## config.mk

```make
export PLATFORM = sky130hd
export DESIGN_NAME = sfes_cell
export DESIGN_NICKNAME = d
export VERILOG_FILES = /design/src/rtl/sfes_pkg.sv /design/src/rtl/sfes_cell.sv
export SDC_FILE = /design/constraint.sdc
export NUM_CORES = 1
export LEC_CHECK = 0
export BUFFER_PORTS_ARGS = -buffer_cell sky130_fd_sc_hd__buf_2
export CAP_MARGIN = 10
export CORE_MARGIN = 3
export CORE_UTILIZATION = 39
export DETAILED_ROUTE_END_ITERATION = 16
export MAX_ROUTING_LAYER = met4
export PLACE_DENSITY = 0.78
export SYNTH_ARGS = -nofsm -noshare
export SYNTH_HDL_FRONTEND = slang
export SYNTH_SLANG_ARGS = --single-unit
```

## constraint.sdc

```tcl
create_clock -name clk -period 2.1 [get_ports clk]
set_clock_uncertainty 0.2 [all_clocks]
set_input_delay 0.21 -clock clk [delete_from_list [all_inputs] [get_ports clk]]
set_output_delay 0.21 -clock clk [all_outputs]
set_load 0.02 [all_outputs]
```

## src/rtl/sfes_pkg.sv

```systemverilog
// Shared types and constants for the spanning forest edge select block.
`default_nettype none

package sfes_pkg;

    // Number of antenna label cells in the chain.
    localparam int MAX_ANTENNAS = 128;
    localparam int ANT_W        = $clog2(MAX_ANTENNAS);
    localparam int LABEL_W      = 7;
    localparam int COUNT_W      = 7;
    localparam int CFG_W        = 8;
    localparam int ID_W         = 16;

    // Largest value of the accepted count, where it saturates.
    localparam logic [COUNT_W-1:0] COUNT_MAX = {COUNT_W{1'b1}};

    // One input item.
    typedef struct packed {
        logic             first_of_set;
        logic [ANT_W-1:0] first_antenna;
        logic [ANT_W-1:0] second_antenna;
        logic [ID_W-1:0]  edge_id;
    } in_item_t;

    // One result item.
    typedef struct packed {
        logic [ID_W-1:0]    edge_id_out;
        logic               accepted;
        logic [COUNT_W-1:0] accepted_total;
        logic               set_complete;
    } out_item_t;

    // Packet that travels down the row of label cells.
    // A lookup packet gathers the labels of both ends (and may clear labels);
    // an update packet writes new labels and merges groups.
    typedef struct packed {
        logic               vld;
        logic               upd;
        logic               clr;
        logic [ANT_W-1:0]   a1;
        logic [ANT_W-1:0]   a2;
        logic               v1;
        logic [LABEL_W-1:0] l1;
        logic               v2;
        logic [LABEL_W-1:0] l2;
        logic               set1;
        logic               set2;
        logic [LABEL_W-1:0] set_label;
        logic               merge;
        logic [LABEL_W-1:0] keep;
        logic [LABEL_W-1:0] gone;
    } pkt_t;

endpackage

`default_nettype wire

```

## src/rtl/sfes_cell.sv

```systemverilog
// One antenna label cell: holds one group label and passes packets on.
`default_nettype none

module sfes_cell
    import sfes_pkg::*;
(
    input  wire logic             clk,
    input  wire logic             rst_n,
    input  wire logic [ANT_W-1:0] cell_index,
    input  wire pkt_t             pkt_in,
    output pkt_t                  pkt_out
);

    logic               valid_reg;
    logic               valid_next;
    logic [LABEL_W-1:0] label_reg;
    logic [LABEL_W-1:0] label_next;
    pkt_t               pkt_reg;
    pkt_t               pkt_next;
    logic               hit1;
    logic               hit2;

    assign hit1 = (pkt_in.a1 == cell_index);
    assign hit2 = (pkt_in.a2 == cell_index);

    // Apply the passing packet to this cell and fill in its lookup answers.
    always_comb
    begin
        valid_next = valid_reg;
        label_next = label_reg;
        pkt_next   = pkt_in;
        if (pkt_in.vld) begin
            if (!pkt_in.upd) begin
                if (pkt_in.clr) begin
                    valid_next = 1'b0;
                end
                if (hit1) begin
                    pkt_next.v1 = valid_reg && !pkt_in.clr;
                    pkt_next.l1 = label_reg;
                end
                if (hit2) begin
                    pkt_next.v2 = valid_reg && !pkt_in.clr;
                    pkt_next.l2 = label_reg;
                end
            end else begin
                if (pkt_in.merge && valid_reg && (label_reg == pkt_in.gone)) begin
                    label_next = pkt_in.keep;
                end
                if ((pkt_in.set1 && hit1) || (pkt_in.set2 && hit2)) begin
                    valid_next = 1'b1;
                    label_next = pkt_in.set_label;
                end
            end
        end
    end

    // Valid bit and the packet stage.
    always_ff @(posedge clk or negedge rst_n)
    begin
        if (!rst_n) begin
            valid_reg <= 1'b0;
            pkt_reg   <= '0;
        end else begin
            valid_reg <= valid_next;
            pkt_reg   <= pkt_next;
        end
    end

    // Label storage needs no reset; it is masked by the valid bit.
    always_ff @(posedge clk)
    begin
        label_reg <= label_next;
    end

    assign pkt_out = pkt_reg;

endmodule

`default_nettype wire

```

# Word level (Yosys, flattened, before mapping)
# Cells that the tools add are included.
[classes]
mux = 9
eq_ne = 4
n_reduce_logical = 11
[ops]
columns = ["operator", "n"]
rows = [
  ["$mux 16", 2],
  ["$eq 7x7->1", 3],
  ["$mux 8", 2],
  ["$mux 7", 2],
  ["$reduce_and 3->1", 2],
  ["$logic_and 1x1->1", 5],
  ["$reduce_bool 2->1", 2],
  ["$mux 1", 3],
  ["$ne 2x1->1 const B", 1],
  ["$logic_not 1->1", 1],
  ["$logic_or 1x1->1", 1],
]
[totals]
regBits = 65
in_bits = 66
output_inout_bits = 57
elab_cells = 41

# Depth between registers and ports, before layout
[logic_depth]
word_depth = 5
depth_mapped = 5
mapped_depth_nobuf = 5

# Worst setup path after synthesis
# Ideal clock, no wire load.
[synth_path]
path_type = "input port to flip-flop"
start = "input port pkt_in[51] (netlist name)"
end = "register label_reg[0] (enable)"
arrival_ps = 1501
setup_time_ps = 374
required_time_ps = 1526
slack_ps = 25
path_stages = 5
n_path_buf = 0
path_cell_list = "xnor2_1 > nand4_1 > nor4_2 > a22oi_2 > o22ai_1"
[synth_via]
elab_chain_len = 5
[synth_lines]
columns = ["element", "line", "rtl"]
rows = [
  ["start, declared", "sfes_cell.sv:10", "input wire pkt_t pkt_in,"],
  ["$eq 7x7->1", "sfes_cell.sv:23", "assign hit1 = (pkt_in.a1 == cell_index);"],
  ["$logic_and 1x1->1", "sfes_cell.sv:49", "if ((pkt_in.set1 && hit1) || (pkt_in.set2 && hit2)) begin"],
  ["$logic_or 1x1->1", "sfes_cell.sv:49", ""],
  ["$reduce_bool 2->1 (no line)", "-", ""],
  ["$reduce_and 3->1 (no line)", "-", ""],
  ["end signal, assigned", "sfes_cell.sv:72", "label_reg <= label_next;"],
  ["end, declared", "sfes_cell.sv:16", "logic [LABEL_W-1:0] label_reg;"],
]
# Every way passes these cells.
# A chain may end at the register's enable or synchronous reset.

# Worst setup path after layout
[layout_path]
start = "input port pkt_in[49] (netlist name)"
end = "register label_reg[1] (data pin)"
[layout_via]
elab_chain_len = 4
[layout_lines]
columns = ["element", "line"]
rows = [
  ["$eq 7x7->1", "sfes_cell.sv:23"],
  ["$logic_and 1x1->1", "sfes_cell.sv:49"],
  ["$logic_or 1x1->1", "sfes_cell.sv:49"],
  ["$mux 7", "sfes_cell.sv:49"],
]
# Every way passes these cells.

==> metrics.md <==
| Metric | Value |
|---|---|
| Max Slew Vio Count | `0` |
| RD Place Congestion | `0.7921` |
| Most common flop cell mapped by yosys | `dfrtp_1` |
| Port bufs | `122` |
| # rows | `26` |
| Max FFs per register | `57` |
| Worst-Skew Late Latency | `0.32 ns` |
| Slew @ Worst Pin | `0.6388 ns` |
| Avg Cell Area, Syn | `~18 um2` |
| Outcome | `finished, final reports clean` |
| Number of synthesized flops with an enable pin | `7` |
| Routed vias/inst | `roughly 4.5` |
| Mapped Area | `about 2200 um2` |
| Mux cell area share after synthesis | `between 10% and 20%` |
| Max Cap Violations | `0` |
| Critical path type | `input port to register` |
| Core Footprint | `5303 um2` |
| Tot Pwr | `2.753 mW` |
| Top cells by count, synth | `dfrtp_1, mux2_2, xnor2_1, xor2_1, edfxtp_1` |
| Cell leakage power | `1.779 nW` |
| Number of global-route vias before repair | `2058` |
| Clock sink count | `65` |
| DR WL/cell | `16.18 um` |
| Fill cell count | `360` |
| Buf/Inv on CP | `3` |
| Postcts setup bufs | `0` |
| H-tree depth | `3` |
| Post-synth cell types | `15` |
| Seq/Total Area, Yosys | `74.44%` |
| Root buffer cell | `clkbuf_8` |
| Layout area overhead | `69.45%` |
| Area leader, netlist | `dfrtp_1` |
| Top cell type's share of synthesized area | `about two thirds` |
| Worst Hold Slack | `0.2385 ns` |
| Iteration count of the initial detailed-routing pass | `4` |
| Finished Layout Cells | `between 300 and 400` |
| Gr usage total | `21.36%` |
| IO Pins | `123` |
| Minimum clock period | `2.062 ns` |
| CP peak stage delay | `0.54 ns` |
| DR vias | `1770` |
| Die span in x | `81.66 um` |
| Cells after synthesis | `between 100 and 150` |
| Largest net degree at the start of global routing | `33` |
| Adder-cell share of the synthesized area | `0%` |
| Largest family of logic cells by synthesized area | `multiplexers` |
| Crit share post-route | `98.18%` |
| CTS tree | `done` |
| Top-count cell post-synth | `dfrtp_1` |
| DIE HEIGHT | `81.66 um` |
| DRC violations left | `0` |
| Final Setup Violations | `0` |
| CP Cell Sequence | `dlygate4sd3_1 > buf_2 > xor2_2 > nor4_2 > a22oi_2 > buf_12 > mux2_2` |
| Post-synthesis register bit count | `between 60 and 70` |
| Worst-path clk slew | `approximately 0.070 ns` |
| Synth Area in XOR/XNOR | `roughly 8.2%` |
| Hold WC Path Type | `input port to async pin` |
| Initial DRC Count | `47` |
| Layout cells sized above 1 | `52.15%` |
| CP required | `a little under 2 ns` |
| Routed WL | `around 6400 um` |
| Cts bufs inserted | `9` |
| Compound-Gate Fraction of Synth Area | `1.289%` |
| Critical path capture point type | `register` |
| Syn. warnings | `0` |
| Post-synthesis simple-gate area fraction | `under 10%` |
| HPWL Detailed | `~4300 um` |
| Max VDD drop | `0.0004215 V` |
| FMAX | `485.0 MHz` |
| Top cells by area, synth | `dfrtp_1, mux2_2, edfxtp_1` |
| Global route overflow | `0` |
| Final net count | `387` |
| Power Dens Cells | `728.0 nW/um2` |
| Critical Path Fanout Max | `7` |
| Arrival @ worst endpoint | `1.94 ns` |
| Die ar. | `between 6000 and 7000 um2` |
| CTS max path bufs | `2` |
| Initial antenna violation count | `0` |
| First-pass GRT wire length | `10010 um` |
| Final Hold Viols | `0` |
| Inst Count DP | `323` |
| CP Launch Type | `input port` |
| Critical path's top delay family | `buffers and inverters` |
| Synth async-reset ratio | `89.23%` |
| Slowest CP cell | `dlygate4sd3_1` |
| Initial core utilization | `42.10%` |
| DRT antenna net count | `0` |
| Synthesized net count | `approximately 190` |
| Rel. slew slack | `57.41%` |
==> final cells by class <==
cell class,count,area (um2),area share (%)
antenna,1,2.502,0.06616
multi-input combinational,61,593.1,15.68
tap,70,87.58,2.316
timing repair buffer,184,1249,33.01
sequential,65,1662,43.93
clock buffer,13,148.9,3.936
clock inverter,3,40.04,1.059
==> per-stage QoR <==
stage | setup slack, ns | TNS, ns | area (um2) | utilization (%)
after floorplan | 0.02536 | 0 | 2232 | -
after global placement | 0.06429 | 0 | 2993 | 56.44
after detailed placement | 0.02987 | 0 | 2993 | 56.44
after CTS | 0.03295 | 0 | 3762 | 70.95
after global routing | -0.005789 | -0.008577 | 3780 | 71.28
final | 0.03825 | 0 | 3782 | 71.33
==> timing repair <==
action	in CTS	in global routing
gates resized for setup	0	3
hold buffers	58	0
setup endpoints to repair	0	14
hold endpoints to repair	91	0
==> worst reg2reg max path: stages (launching register included) <==
cell	delay, ns
edfxtp_1	0.42
xor2_1	0.18
or4_1	0.49
o22ai_1	0.14
buf_4	0.18
==> logic make-up after synthesis <==
kind of cell | count (synthesis)
simple gates | 13
compound gates | 4
mux | 23
xor+xnor | 21
flops | 65
==> metal layers <==
layer,wire [um],part of all wire [%],global-route usage [%],vias to the layer above
li1,-,-,-,827
met1,2260,35,22.20,869
met2,3707,58,38.68,56
met3,239,3.7,3.289,18
met4,214,3.3,11.46,0
met5,0,0,-,-
==> power by group <==
group          total (mW)  switching [mW]  internal (mW)
sequential           1.34          0.0140           1.33
clock                1.01           0.429          0.578
combinational       0.404           0.207          0.198
==> path summary, 6_finish.rpt <==
kind	slack (ns)	startpoint	endpoint	cells after the start
hold / removal	0.24	rst_n	pkt_out[3]$_DFF_PN0_	2
setup reg to reg	0.19	label_reg[1]$_DFFE_PP_	label_reg[5]$_DFFE_PP_	4
min in group clk	0.31	pkt_in[48]	pkt_out[48]$_DFF_PN0_	1
setup / recovery	0.04	pkt_in[49]	label_reg[1]$_DFFE_PP_	7
hold reg to reg	0.34	valid_reg$_DFFE_PN0P_	valid_reg$_DFFE_PN0P_	2
max in group asynchronous	0.87	rst_n	pkt_out[39]$_DFF_PN0_	3
==> cell usage in the layout, fill, tap and decap left out, types with 4 or more instances in the layout <==
cell type      count
nand4_1            4
clkbuf_8          10
edfxtp_1           7
xnor2_1           12
mux2_2            23
dlygate4sd3_1     58
xor2_1             6
buf_2            121
dfrtp_1           58
No activity file was read; power rests on OpenSTA's default activity.
